`src/rtl/cppt_pkg.sv`:
```
`timescale 1ns / 1ps
`default_nettype none

package cppt_pkg;

    localparam int unsigned DATA_W     = 32;
    localparam int unsigned INTERVAL_W = 10;
    localparam int unsigned QUOT_W     = 34;
    localparam int unsigned IDX_W      = 6;

    localparam logic OP_LOAD = 1'b0;
    localparam logic OP_STEP = 1'b1;

    localparam logic [INTERVAL_W-1:0] INTERVAL_RESET = 10'd10;
    localparam logic [QUOT_W-1:0]     QUOT_CAP       = 34'h2_0000_0000;
    localparam logic [29:0]           ANGLE_PER_RAD  = 30'd683565276;
    localparam logic [DATA_W-1:0]     HALF_TURN      = 32'h8000_0000;

    localparam logic [31:0] ATAN_TABLE [0:31] = '{
        32'd536870912, 32'd316933406, 32'd167458907, 32'd85004756,
        32'd42667331,  32'd21354465,  32'd10679838,  32'd5340245,
        32'd2670163,   32'd1335087,   32'd667544,    32'd333772,
        32'd166886,    32'd83443,     32'd41722,     32'd20861,
        32'd10430,     32'd5215,      32'd2608,      32'd1304,
        32'd652,       32'd326,       32'd163,       32'd81,
        32'd41,        32'd20,        32'd10,        32'd5,
        32'd3,         32'd1,         32'd1,         32'd0
    };

    typedef enum logic [12:0] {
        S_IDLE      = 13'b0000000000001,
        S_DECIDE    = 13'b0000000000010,
        S_MAC       = 13'b0000000000100,
        S_DIVA_INIT = 13'b0000000001000,
        S_DIVA      = 13'b0000000010000,
        S_SCALE     = 13'b0000000100000,
        S_DIVB_INIT = 13'b0000001000000,
        S_DIVB      = 13'b0000010000000,
        S_LIN_FIN   = 13'b0000100000000,
        S_SQ        = 13'b0001000000000,
        S_ROOT      = 13'b0010000000000,
        S_EXACT_FIN = 13'b0100000000000,
        S_EMIT      = 13'b1000000000000
    } state_t;

    typedef struct packed {
        logic             capture;
        logic             load_commit;
        logic             mac_step;
        logic             diva_start;
        logic             diva_step;
        logic             scale;
        logic             divb_start;
        logic             divb_step;
        logic             lin_commit;
        logic             sq_step;
        logic             root_step;
        logic             exact_commit;
        logic             emit;
        logic [IDX_W-1:0] idx;
    } cmd_t;

    typedef struct packed {
        logic is_load;
        logic take_exact;
    } status_t;

endpackage

`default_nettype wire

```
`src/rtl/cppt_ctrl.sv`:
```
`timescale 1ns / 1ps
`default_nettype none

module cppt_ctrl (
    input  wire logic              clk,
    input  wire logic              rst_n,
    input  wire logic              in_valid,
    output logic                   in_ready,
    output logic                   out_valid,
    input  wire logic              out_ready,
    input  wire cppt_pkg::status_t status,
    output cppt_pkg::cmd_t         cmd
);

    import cppt_pkg::*;

    state_t             state_reg;
    state_t             state_next;
    logic [IDX_W-1:0]   cnt_reg;
    logic [IDX_W-1:0]   cnt_next;
    logic               out_valid_reg;
    logic               out_valid_next;
    logic               out_free;

    assign in_ready  = (state_reg == S_IDLE);
    assign out_valid = out_valid_reg;
    assign out_free  = !out_valid_reg || out_ready;

    always_comb
    begin
        cmd            = '0;
        cmd.idx        = cnt_reg;
        state_next     = state_reg;
        cnt_next       = cnt_reg;
        out_valid_next = out_valid_reg && !out_ready;

        unique case (state_reg)
            S_IDLE:
            begin
                if (in_valid)
                begin
                    cmd.capture = 1'b1;
                    state_next  = S_DECIDE;
                end
            end
            S_DECIDE:
            begin
                if (status.is_load)
                begin
                    cmd.load_commit = 1'b1;
                    state_next      = S_EMIT;
                end
                else if (status.take_exact)
                begin
                    cnt_next   = 6'd1;
                    state_next = S_SQ;
                end
                else
                begin
                    cnt_next   = 6'd31;
                    state_next = S_MAC;
                end
            end
            S_MAC:
            begin
                cmd.mac_step = 1'b1;
                cnt_next     = cnt_reg - 6'd1;
                if (cnt_reg == '0)
                    state_next = S_DIVA_INIT;
            end
            S_DIVA_INIT:
            begin
                cmd.diva_start = 1'b1;
                cnt_next       = 6'(QUOT_W - 1);
                state_next     = S_DIVA;
            end
            S_DIVA:
            begin
                cmd.diva_step = 1'b1;
                cnt_next      = cnt_reg - 6'd1;
                if (cnt_reg == '0)
                    state_next = S_SCALE;
            end
            S_SCALE:
            begin
                cmd.scale  = 1'b1;
                state_next = S_DIVB_INIT;
            end
            S_DIVB_INIT:
            begin
                cmd.divb_start = 1'b1;
                cnt_next       = 6'd63;
                state_next     = S_DIVB;
            end
            S_DIVB:
            begin
                cmd.divb_step = 1'b1;
                cnt_next      = cnt_reg - 6'd1;
                if (cnt_reg == '0)
                    state_next = S_LIN_FIN;
            end
            S_LIN_FIN:
            begin
                cmd.lin_commit = 1'b1;
                state_next     = S_EMIT;
            end
            S_SQ:
            begin
                cmd.sq_step = 1'b1;
                if (cnt_reg == '0)
                begin
                    cnt_next   = 6'd31;
                    state_next = S_ROOT;
                end
                else
                begin
                    cnt_next = cnt_reg - 6'd1;
                end
            end
            S_ROOT:
            begin
                cmd.root_step = 1'b1;
                cnt_next      = cnt_reg - 6'd1;
                if (cnt_reg == '0)
                    state_next = S_EXACT_FIN;
            end
            S_EXACT_FIN:
            begin
                cmd.exact_commit = 1'b1;
                state_next       = S_EMIT;
            end
            S_EMIT:
            begin
                if (out_free)
                begin
                    cmd.emit       = 1'b1;
                    out_valid_next = 1'b1;
                    state_next     = S_IDLE;
                end
            end
            default:
            begin
                state_next = S_IDLE;
            end
        endcase
    end

    always_ff @(posedge clk or negedge rst_n)
    begin
        if (!rst_n)
        begin
            state_reg     <= S_IDLE;
            cnt_reg       <= '0;
            out_valid_reg <= 1'b0;
        end
        else
        begin
            state_reg     <= state_next;
            cnt_reg       <= cnt_next;
            out_valid_reg <= out_valid_next;
        end
    end

endmodule

`default_nettype wire

```
`config.mk`:
```
export PLATFORM = sky130hd
export DESIGN_NAME = cppt_ctrl
export DESIGN_NICKNAME = d
export VERILOG_FILES = /design/src/rtl/cppt_pkg.sv /design/src/rtl/cppt_ctrl.sv
export SDC_FILE = /design/constraint.sdc
export NUM_CORES = 1
export LEC_CHECK = 0
export BUFFER_PORTS_ARGS = -buffer_cell sky130_fd_sc_hd__buf_2
export CAP_MARGIN = 30
export CORE_MARGIN = 2
export CORE_UTILIZATION = 55
export CTS_CLUSTER_SIZE = 25
export DETAILED_ROUTE_END_ITERATION = 16
export HOLD_SLACK_MARGIN = 0.12
export PLACE_DENSITY = 0.79
export SYNTH_ARGS = -nofsm -noshare
export SYNTH_HDL_FRONTEND = slang
export SYNTH_SLANG_ARGS = --single-unit
```
`constraint.sdc`:
```
create_clock -name clk -period 2.5 [get_ports clk]
set_input_delay 0.5 -clock clk [delete_from_list [all_inputs] [get_ports clk]]
set_output_delay 0.5 -clock clk [all_outputs]
set_load 0.01 [all_outputs]
```
---- Word level (Yosys, flattened, before mapping) ----
Index checks and enable logic that the tools add are counted.
operators by class
  muxes and demuxes ....................... 32
  reductions and logical operators ........ 10
  equality and inequality tests ........... 21
  $add $sub $neg .......................... 1
operator list
  cell                    number
  $pmux W13 S12           1
  $mux W13                8
  $pmux W6 S5             1
  $mux W1                 18
  $ne A2 B2 Y1 const B    8
  $eq A13 B1 Y1 const B   1
  $eq A13 B10 Y1 const B  1
  $eq A13 B11 Y1 const B  1
  $eq A13 B12 Y1 const B  1
  $eq A13 B13 Y1 const B  1
  $eq A13 B2 Y1 const B   1
  $eq A13 B3 Y1 const B   1
  $eq A13 B4 Y1 const B   1
  $eq A13 B5 Y1 const B   1
  $eq A13 B6 Y1 const B   1
  $eq A13 B7 Y1 const B   1
  $eq A13 B8 Y1 const B   1
  $eq A13 B9 Y1 const B   1
  $mux W6                 2
  $mux W10                1
  $reduce_and A7 Y1       1
  $logic_not A6 Y1        1
  $sub A6 B1 Y6 const B   1
  $mux W5                 1
  7 further kinds         8
storage, ports and cells
  bits in registers ....................... 20
  input bits .............................. 6
  logic and storage cells ................. 67
  output and inout bits ................... 21

---- Longest topological paths before layout ----
Gate-level depths: netlist (run 1).
  depth in word-level cells ............... 4
  depth in mapped cells ................... 8
  gate-level depth less buffers ........... 8

---- Least setup slack after synthesis (run 1) ----
OpenSTA, ideal clock, no wires.
  kind .................................... reg2out
  start point ............................. register state_reg[5]
  end point ............................... output cmd[18] in the netlist's numbering
  buffers on the path ..................... 1
  cell stages (with the launch flop) ...... 6
  path slack .............................. 103 ps
  required time ........................... 2,000 ps
  data arrival time ....................... 1,897 ps
  cell sequence ........................... dfrtp_1 -> buf_6 -> nor4_4 -> and3_1 -> nor4b_1 -> and2_1
RTL lines
  item                    RTL line          RTL
  start, declared         cppt_ctrl.sv:17   state_t state_reg;
  start signal, assigned  cppt_ctrl.sv:158  state_reg <= state_next;
  end, declared           cppt_ctrl.sv:12   output cppt_pkg::cmd_t cmd

==> summary.md, run 1 <==
| Metric | Value |
|---|---|
| Nets | `228` |
| Ant diodes | `0` |
| Num Clock Sinks | `20` |
| P&R area growth vs syn | `32.3%` |
| IO Count | `27` |
| Cells after DPL | `~220` |
| Top cell type's share of synthesized area | `between 30% and 40%` |
| Via/cell ratio | `6.32` |
| CP Data Required Time | `2.00 ns` |
| Power Total | `1.62 mW` |
| Post-synthesis adder-cell area fraction | `0.841%` |
| Syn Std Cell Area | `roughly 1500 sq um` |
| Post-synth net total | `~170` |
| Compound-Gate Fraction of Synth Area | `~15%` |
| Die height | `~56 um` |
| Initial core utilization | `between 50% and 60%` |
| Largest family of logic cells by synthesized area | `simple AND/OR/NAND/NOR gates` |
| Post-synthesis mux area share | `0.673%` |
| RSZ-0062 raised after global routing | `yes` |
| Largest net degree at the start of global routing | `21` |
| Synthesized netlist cell count | `approximately 170` |
| Clk slew on worst S/H paths | `0.13 ns` |
| NetSw | `0.693 mW` |
| Clock latency on the worst-skew pair | `0.33 ns` |
| Final WS setup | `0.00615 ns` |
| CP Launch Type | `register` |
| Die ar. | `~3100 sq um` |
| Yosys reg bits | `20` |
| Dpl ws | `0.160 ns` |
| Count leader, synth | `dfrtp_1` |
| Commonest cells in the netlist | `19 x dfrtp_1, 17 x nor2_1, 15 x nand2_1, 11 x nor3_1, 8 x inv_1` |
| First-iteration detailed-routing DRC count | `76` |
| Std cell rows | `18` |
| I/O Buffers | `26` |
| Routed wire length | `roughly 4600 um` |
| Share of cells above drive strength 1 | `43.2%` |
| Max incr delay on CP | `0.46 ns` |
| Max-cap check violation count | `0` |
| Initial antenna violation count | `0` |
| Pint | `0.928 mW` |
| Final Setup Violations | `0` |
| Gate power share | `51.3%` |
| Power per cell area | `824 nW/um^2` |
| Post-synth ARST share | `between 90% and 100%` |
| Sequential share of power | `between 30% and 40%` |
| Synth area leaders | `dfrtp_1 32%, buf_6 4.5%, nor2_1 4.3%` |
| Status | `finished clean` |
| WP data arrival | `1.99 ns` |
| Max Clock Skew | `0.00751 ns` |
| GRT Overall Usage | `28.8%` |
| Bufs on Longest Clock Path | `2` |
| Pre-antenna DRT Iters | `7` |
| Post-Synth Simple-Gate Area | `40.6%` |
| Placer Congestion | `0.921` |
| First-pass GRT wire length | `7050 um` |
| Number of buffers created by CTS | `3` |
| Distinct cells, synth | `52` |
| Ys flop type | `dfrtp_1` |
| Dpl hpwl | `2960 um` |
| Clock power frac | `17.5%` |
| Reg2reg path depth | `8` |
| DR vias | `1581` |
| Setup CP Type | `reg2out` |
| Number of flip-flops in the largest register | `13` |
| Synth Area per Inst | `8.96 sq um` |
| Worst slew pin tran | `0.464 ns` |
| Peak VDD IR | `0.742 mV` |
| Final Cycle Share | `99.8%` |
| CP max FO | `6` |
| Placed cell area | `1640 sq um` |
| Final Non-Filler Cells | `250` |
| Tmin final | `2.49 ns` |
| Fmax | `401 MHz` |
| Hold_buf cts | `0` |
| Worst-path cell chain | `buf_4 > nor3_4 > and3_4 > nor4b_4 > and2_1 > buf_2` |
| Die W | `56.0 um` |
| Post-synth EDFFs | `0` |
| Drt wl/cell | `about 18 um` |
| LEAKAGE | `0.976 nW` |
| Post-route cell area | `1970 sq um` |
| Area of the core | `~2500 sq um` |
| Drt drc | `0` |
| Max_slew headroom | `just under 70%` |
| Antenna viol nets, final | `0` |
| CP endpoint kind | `primary output` |
| CTS tree | `built` |
| Synth warn | `0` |
| Fin. max-slew vios | `0` |
| H-Tree Depth | `1` |
| Worst path slowest cell | `dfrtp_2` |
| Final Hold Viols | `0` |
| Vias in the first global route | `1490` |
| Grt total ovfl | `0` |
| Sw Share | `42.8%` |
| Area leader, netlist | `dfrtp_1` |
| Root buf cell | `clkbuf_4` |
| Sequential area share after synthesis | `between 30% and 40%` |
| XOR/XNOR share of the synthesized area | `approximately 2.4%` |
| Hold crit path type | `in2async` |
final cells by class:
| class | instances | area (sq um) |
|---|---|---|
| Clock buffer | 3 | 22.5 |
| Clock inverter | 1 | 30.0 |
| Fill cell | 168 | 554 |
| Inverter | 8 | 30.0 |
| Multi-Input combinational cell | 131 | 940 |
| Sequential cell | 20 | 514 |
| Tap cell | 30 | 37.5 |
| Timing Repair Buffer | 57 | 394 |
cell usage in the layout, fill, tap and decap left out, drive strengths merged, types with 3 or more instances in the layout:
master and count:
nand3 5, dfrtp 19, inv 8, a21oi 4, nand2 15, and2 3, nor4 6, nand2b 5
or4 3, buf 57, nor2b 4, nor2 17, nor3 12, nand4 8, nor3b 5, clkbuf 3
o21ai 8, xor2 3, and3 4
through the flow:
| stage | hold slack, ns | setup TNS [ns] | util, % |
|---|---|---|---|
| after floorplan | 0.204 | 0 | - |
| after global placement | 0.472 | 0 | 65.0 |
| after detailed placement | 0.478 | 0 | 65.0 |
| after CTS | 0.126 | 0 | 73.1 |
| after global routing | 0.128 | -0.262 | 78.0 |
| final | 0.0990 | 0 | 78.0 |
power by group through the flow:
| stage | clock [mW] | combinational, mW | sequential (mW) |
|---|---|---|---|
| 2_1_floorplan | 0 | 0.476 | 0.499 |
| 3_3_place_gp | 0 | 0.661 | 0.505 |
| 3_5_place_dp | 0 | 0.683 | 0.508 |
| 4_1_cts | 0.277 | 0.736 | 0.498 |
| 5_1_grt | 0.298 | 0.902 | 0.515 |
| 6_report | 0.284 | 0.831 | 0.506 |
cell families after synthesis:
kind of cell,count (synthesis)
buffers and inverters,15
adder cells (fa/ha/maj),1
flip-flops,20
XOR/XNOR,4
AND/OR/NAND/NOR,97
multiplexers,1
AO/OA/AOI/OAI,28
layer usage:
metal	part of all wire, %	wire length [um]	GRT usage (%)	vias up
met5	0	0	0	-
met2	50	2310	50.1	99
met1	39	1780	35.3	751
met4	2.8	131	9.52	0
li1	-	-	-	714
met3	8.4	388	6.28	17
worst paths after layout:
path                       slack, ns           end    startpoint
max                            0.006       cmd[18]  state_reg[8]
max reg2reg                     0.15  state_reg[8]  state_reg[5]
min reg2reg                     0.55     out_valid     out_valid
max in group asynchronous       2.05  state_reg[0]         rst_n
min in group clk                0.42  state_reg[1]      in_valid
min                              0.1  state_reg[1]         rst_n
critical path: cells and delay by family, from the launching register on:
| kind | cells | cell delay, ns |
|---|---|---|
| flops | 1 | 0.46 |
| buf+inv | 2 | 0.27 |
| simple gates | 4 | 0.95 |
what timing repair did:
| item | CTS | global route |
|---|---|---|
| endpoints found under the hold margin | 0 | 0 |
| gates resized for setup | 13 | 9 |
| buffers inserted | 11 | 12 |
| endpoints found under the setup margin | 8 | 15 |
| pin swaps | 2 | 8 |
No activity file was read; power rests on OpenSTA's default activity.
==> run 2, diff against run 1 <==
--- a/config.mk
+++ b/config.mk
@@ -8,11 +8,11 @@
 export BUFFER_PORTS_ARGS = -buffer_cell sky130_fd_sc_hd__buf_2
 export CAP_MARGIN = 30
 export CORE_MARGIN = 2
-export CORE_UTILIZATION = 55
+export CORE_UTILIZATION = 54
 export CTS_CLUSTER_SIZE = 25
 export DETAILED_ROUTE_END_ITERATION = 16
 export HOLD_SLACK_MARGIN = 0.12
-export PLACE_DENSITY = 0.79
+export PLACE_DENSITY = 0.78
 export SYNTH_ARGS = -nofsm -noshare
 export SYNTH_HDL_FRONTEND = slang
 export SYNTH_SLANG_ARGS = --single-unit
==> summary.md, run 2 (synthesis gave the netlist of run 1 again) <==
| Metric | Value |
|---|---|
| Max_slew headroom | `67.8%` |
| Hold_buf cts | `0` |
| Max Clock Skew | `0.00737 ns` |
| Final Setup Violations | `0` |
| Dpl ws | `about 0.2 ns` |
| CP endpoint kind | `primary output` |
| Dpl hpwl | `about 2800 um` |
| Power Total | `1.50 mW` |
| Vias in the first global route | `1391` |
| H-Tree Depth | `1` |
| Fin. max-slew vios | `0` |
| Die W | `56.5 um` |
| P&R area growth vs syn | `24.2%` |
| First-pass GRT wire length | `6330 um` |
| DR vias | `1434` |
| Initial core utilization | `55.4%` |
| Ant diodes | `0` |
| Nets | `roughly 220` |
| Bufs on Longest Clock Path | `2` |
| Worst path slowest cell | `or4_4` |
| Number of buffers created by CTS | `3` |
| Final Hold Viols | `0` |
| Worst slew pin tran | `just under 0.5 ns` |
| Max-cap check violation count | `0` |
| GRT Overall Usage | `about 25%` |
| Most Crowded Layer GR | `met2` |
| WP data arrival | `2.00 ns` |
| Peak VDD IR | `0.611 mV` |
| Clock latency on the worst-skew pair | `0.32 ns` |
| Via/cell ratio | `about 5.9` |
| Share of cells above drive strength 1 | `39.3%` |
| Num Clock Sinks | `20` |
| Initial antenna violation count | `0` |
| Setup CP Type | `reg2out` |
| Grt met3 use | `2.76%` |
| RSZ-0062 raised after global routing | `yes` |
| Die height | `56.5 um` |
| LEAKAGE | `0.914 nW` |
| Power per cell area | `809 nW/um^2` |
| Area of the core | `between 2000 and 3000 sq um` |
| Std cell rows | `19` |
| Met2 Track Usage GR | `44.5%` |
| Met1 usage | `30.8%` |
| Root buf cell | `clkbuf_4` |
| Hold crit path type | `in2async` |
| CP Launch Type | `register` |
| Fmax | `401 MHz` |
| Grt total ovfl | `0` |
| Critical path buffer and inverter count | `1` |
| CP Data Required Time | `2.00 ns` |
| Final Cycle Share | `99.8%` |
| Largest net degree at the start of global routing | `21` |
| Top delay family on crit path | `simple AND/OR/NAND/NOR gates` |
| CTS tree | `built` |
| I/O Buffers | `26` |
| Pre-antenna DRT Iters | `4` |
| Die ar. | `3190 sq um` |
| Max incr delay on CP | `0.59 ns` |
| Placer Congestion | `0.932` |
| Drt wl/cell | `16.4 um` |
| Final WS setup | `0.00380 ns` |
| Commonest cells after routing, fill and taps aside | `25 x buf_2, 22 x buf_4, 16 x nor2_1, 14 x nand2_1` |
| CP max FO | `5` |
| First-iteration detailed-routing DRC count | `42` |
| Clk slew on worst S/H paths | `0.12 ns` |
| Most common cell after layout, fill and taps aside | `buf_2` |
| Drt drc | `0` |
| Status | `finished clean` |
| Routed wire length | `between 3000 and 4000 um` |
| IO Count | `27` |
| Number of flip-flops in the largest register | `13` |
| Tmin final | `roughly 2.5 ns` |
| Antenna viol nets, final | `0` |
| Worst-path cell chain | `or4_4 > nor4_4 > and2_4 > buf_6` |
-- run 2: changes by cell type in the layout (fill, tap and decap cells not counted) --
| cell | previous run | this run |
|---|---|---|
| clkbuf_8 | 0 | 1 |
| and3_4 | 1 | 0 |
| buf_12 | 2 | 0 |
| bufinv_16 | 1 | 0 |
| dfrtp_1 | 9 | 10 |
| buf_4 | 29 | 22 |
| dfrtp_2 | 10 | 9 |
| nor4_1 | 2 | 3 |
| and3_1 | 1 | 2 |
| nor4_2 | 1 | 0 |
-- run 2: final cells by class --
class	count	area, sq um
Multi-Input combinational cell	131	928
Fill cell	227	838
Sequential cell	20	513
Timing Repair Buffer	48	302
Tap cell	31	38.8
Clock buffer	4	36.3
Inverter	8	30.0
-- run 2: metal layers --
| metal | vias to the layer above | wire length (um) |
|---|---|---|
| li1 | 699 | - |
| met1 | 691 | 1660 |
| met2 | 36 | 2110 |
| met3 | 8 | 111 |
| met4 | 0 | 88 |
| met5 | - | 0 |
-- run 2: repair_timing --
| item | in CTS | in global routing |
|---|---|---|
| endpoints found under the setup margin | 6 | 9 |
| resized for setup | 10 | 9 |
| setup buffers | 7 | 8 |
| pin swaps | 2 | 6 |
-- run 2: stage by stage --
step / std cells / util, % / hold slack (ns) / area, sq um / setup TNS, ns
floorplan: 166 / - / 0.204 / 1490 / 0
global placement: 223 / 60.8 / 0.474 / 1630 / 0
detailed placement: 223 / 60.8 / 0.482 / 1630 / 0
CTS: 234 / 65.0 / 0.125 / 1750 / -0.0114
global route: 242 / 68.8 / 0.145 / 1850 / -0.0470
finish: 242 / 68.8 / 0.107 / 1850 / 0
-- run 2: path summary, 6_finish.rpt --
kind	slack [ns]	start	endpoint	cells after the start
worst min-delay path	0.11	rst_n	state_reg[2]	1
max in group asynchronous	2.04	rst_n	state_reg[0]	1
worst max register to register	0.25	state_reg[0]	cnt_reg[4]	9
worst max-delay path	0.004	state_reg[4]	cmd[17]	4
min in group clk	0.40	status[0]	state_reg[2]	2
worst min register to register	0.54	out_valid	out_valid	2
-- run 2: power breakdown --
part           internal (mW)  total [mW]  switching (mW)
sequential             0.400       0.504           0.103
clock                 0.0892       0.202           0.113
combinational          0.361       0.789           0.428
total                  0.851        1.50           0.645
==> run 3, diff against run 2 <==
--- a/config.mk
+++ b/config.mk
@@ -5,6 +5,7 @@
 export SDC_FILE = /design/constraint.sdc
 export NUM_CORES = 1
 export LEC_CHECK = 0
+export ABC_AREA = 1
 export BUFFER_PORTS_ARGS = -buffer_cell sky130_fd_sc_hd__buf_2
 export CAP_MARGIN = 30
 export CORE_MARGIN = 2
==> summary.md, run 3 <==
| Metric | Value |
|---|---|
| Number of flip-flops in the largest register | `13` |
| Grt met3 use | `3.46%` |
| IO Count | `27` |
| LEAKAGE | `1.04 nW` |
| Commonest cells after routing, fill and taps aside | `45 x nand2_1, 30 x inv_1, 30 x nor2_1, 26 x buf_2, 19 x dfrtp_1` |
| WP data arrival | `between 1.5 and 2 ns` |
| Post-CTS Setup Bufs | `0` |
| CP max FO | `5` |
| Distinct cells, synth | `27` |
| Setup CP Type | `reg2out` |
| Die ar. | `3190 sq um` |
| CTS tree | `built` |
| Pre-antenna DRT Iters | `4` |
| Synthesized netlist cell count | `205` |
| Cells after DPL | `between 200 and 300` |
| Die W | `56.5 um` |
| Std cell rows | `19` |
| Post-synth ARST share | `100%` |
| Share of cells above drive strength 1 | `approximately 34%` |
| Sequential share of power | `about a third` |
| Via/cell ratio | `4.88` |
| Power Total | `1.51 mW` |
| Clock latency on the worst-skew pair | `between 0.3 and 0.4 ns` |
| Max incr delay on CP | `0.42 ns` |
| Sequential area share after synthesis | `33.7%` |
| Drt wl/cell | `roughly 11 um` |
| Synth Area per Inst | `7.26 sq um` |
| Final Cycle Share | `90.5%` |
| Filler Cell Count | `247` |
| Max-cap check violation count | `0` |
| Worst slew pin tran | `0.435 ns` |
| Crit path to | `cmd[17]` |
| GRT Overall Usage | `a little over a fifth` |
| Most common cell after layout, fill and taps aside | `nand2_1` |
| Area of the core | `roughly 2700 sq um` |
| Fmax | `442 MHz` |
| NetSw | `0.734 mW` |
| Bufs on Longest Clock Path | `2` |
| Die height | `around 56 um` |
| Top cell type's share of synthesized area | `about a third` |
| RSZ-0062 raised after global routing | `no` |
| Commonest cells in the netlist | `45 x nand2_1, 30 x inv_1, 30 x nor2_1, 19 x dfrtp_1, 14 x nor2_2` |
| Most Crowded Layer GR | `met2` |
| Hold path start | `out_ready` |
| Hold_ws | `0.373 ns` |
| First-iteration detailed-routing DRC count | `33` |
| Count leader, synth | `nand2_1` |
| Tmin final | `2.26 ns` |
| R2R Path End | `state_reg[8]` |
| Synth warn | `0` |
| Final Non-Filler Cells | `approximately 270` |
| Routed wire length | `2980 um` |
| Nets | `244` |
| Status | `finished clean` |
| Post-Route Setup TNS | `0 ns` |
| Drt drc | `0` |
| Clock power frac | `a little over an eighth` |
| Power per cell area | `890 nW/um^2` |
| Grt total ovfl | `0` |
| CP Launch Type | `register` |
| Antenna viol nets, final | `0` |
| Root buf cell | `clkbuf_4` |
| CP Data Required Time | `roughly 2 ns` |
| XOR/XNOR share of the synthesized area | `between 2 and 2.5%` |
| Clk slew on worst S/H paths | `between 0.1 and 0.15 ns` |
| Post-synth net total | `212` |
| Pint | `0.781 mW` |
| I/O Buffers | `26` |
| Max Clock Skew | `slightly above 0.01 ns` |
| Placer Congestion | `0.887` |
| Num Clock Sinks | `20` |
| R2r startpoint | `state_reg[0]` |
| Ys flop type | `dfrtp_1` |
| Yosys reg bits | `20` |
| Met2 Track Usage GR | `32.1%` |
| Fin. max-slew vios | `0` |
| Worst-path cell chain | `nor2_2 > nand2_2 > nor2_2 > inv_1 > nor2_1 > nand2_1 > inv_1 > buf_2` |
| Reg2reg path depth | `11` |
| DR vias | `1303` |
| Sw Share | `around half` |
| Vias in the first global route | `between 1000 and 1500` |
| Post-Synth Simple-Gate Area | `between 40% and 50%` |
| Max_slew headroom | `71.0%` |
| Post-synth EDFFs | `0` |
| Beginning of the critical path | `state_reg[6]` |
| Initial antenna violation count | `0` |
| Dpl hpwl | `2410 um` |
| Ant diodes | `0` |
| P&R area growth vs syn | `14.5%` |
| Area leader, netlist | `dfrtp_1` |
| Post-synthesis mux area share | `0%` |
| Syn Std Cell Area | `between 1000 and 1500 sq um` |
| Met1 usage | `29.5%` |
| Largest family of logic cells by synthesized area | `simple AND/OR/NAND/NOR gates` |
| Gate power share | `55.5%` |
| Compound-Gate Fraction of Synth Area | `4.96%` |
| Hold crit path type | `in2reg` |
| H-Tree Depth | `1` |
| Worst path slowest cell | `dfrtp_1` |
| CP endpoint kind | `primary output` |
| Largest net degree at the start of global routing | `21` |
| Initial core utilization | `55.4%` |
| Final Hold Viols | `0` |
| Synth area leaders | `dfrtp_1 32%, nand2_1 11%, inv_1 7.6%` |
| Post-synthesis adder-cell area fraction | `less than 1%` |
| First-pass GRT wire length | `5180 um` |
| Number of buffers created by CTS | `3` |
| Final Setup Violations | `0` |
| Setup slack, reg-to-reg | `0.70 ns` |
| Peak VDD IR | `0.790 mV` |
==> run 3: cell count changes after synthesis, sizes merged, moves of 4 or more <==
| cell | delta |
|---|---|
| nand4 | -4 |
| nand2b | -5 |
| and3 | -4 |
| nor4 | -6 |
| nor2 | +30 |
| nand2 | +48 |
| inv | +30 |
| buf | -7 |
| nand3 | +7 |
| nor3 | -9 |
| nor2b | -4 |
| nor3b | -5 |
==> run 3: worst min-delay path by stage <==
stage / to / cells past startpoint
global placement: state_reg[1] / 1
floorplan: cnt_reg[0] / 0
CTS: out_valid / 2
finish: out_valid / 2
global route: out_valid / 2
detailed placement: state_reg[6] / 1
==> run 3: layer usage <==
layer	wire [um]	share of wire, %
met1	1470	49
met2	1310	44
met3	146	4.9
met4	57	1.9
met5	0	0
==> run 3: logic make-up after synthesis <==
kind of cell / Yosys count
AO/OA/AOI/OAI: 12
XOR/XNOR: 4
adder cells (fa/ha/maj): 1
buffers and inverters: 38
flip-flops: 20
AND/OR/NAND/NOR: 130
==> run 3: power groups by stage <==
| stage | clock [mW] | combinational [mW] | sequential (mW) |
|---|---|---|---|
| floorplan | 0 | 0.631 | 0.492 |
| global placement | 0 | 0.834 | 0.480 |
| detailed placement | 0 | 0.834 | 0.482 |
| CTS | 0.204 | 0.843 | 0.476 |
| global route | 0.214 | 0.936 | 0.488 |
| finish | 0.198 | 0.840 | 0.477 |
==> run 3: final cells by class <==
cell class                 instances  area, sq um  area share (%)
inverter                          38          148            8.67
timing repair buffer              27          140            8.23
tap                               31         38.8            2.28
sequential                        20          502            29.5
multi-input combinational        147          838            49.2
clock buffer                       4         36.3            2.13
==> run 3: what timing repair did <==
| item | 4_1_cts | 5_1_grt |
|---|---|---|
| gates resized for setup | 0 | 0 |
| endpoints found under the hold margin | 8 | 0 |
| hold buffers | 1 | 0 |
==> run 3: critical path, delay by kind of cell, from the launching register on <==
| kind | cells | cell delay [ns] |
|---|---|---|
| buf+inv | 3 | 0.27 |
| flops | 1 | 0.42 |
| simple gates | 5 | 0.75 |
==> run 3: through the flow <==
step	util (%)	setup slack (ns)	area, sq um
finish	63.4	0.238	1700
global route	63.4	0.0586	1700
CTS	63.4	0.220	1700
detailed placement	61.7	0.594	1660
global placement	61.7	0.602	1660
floorplan	-	0.822	1490
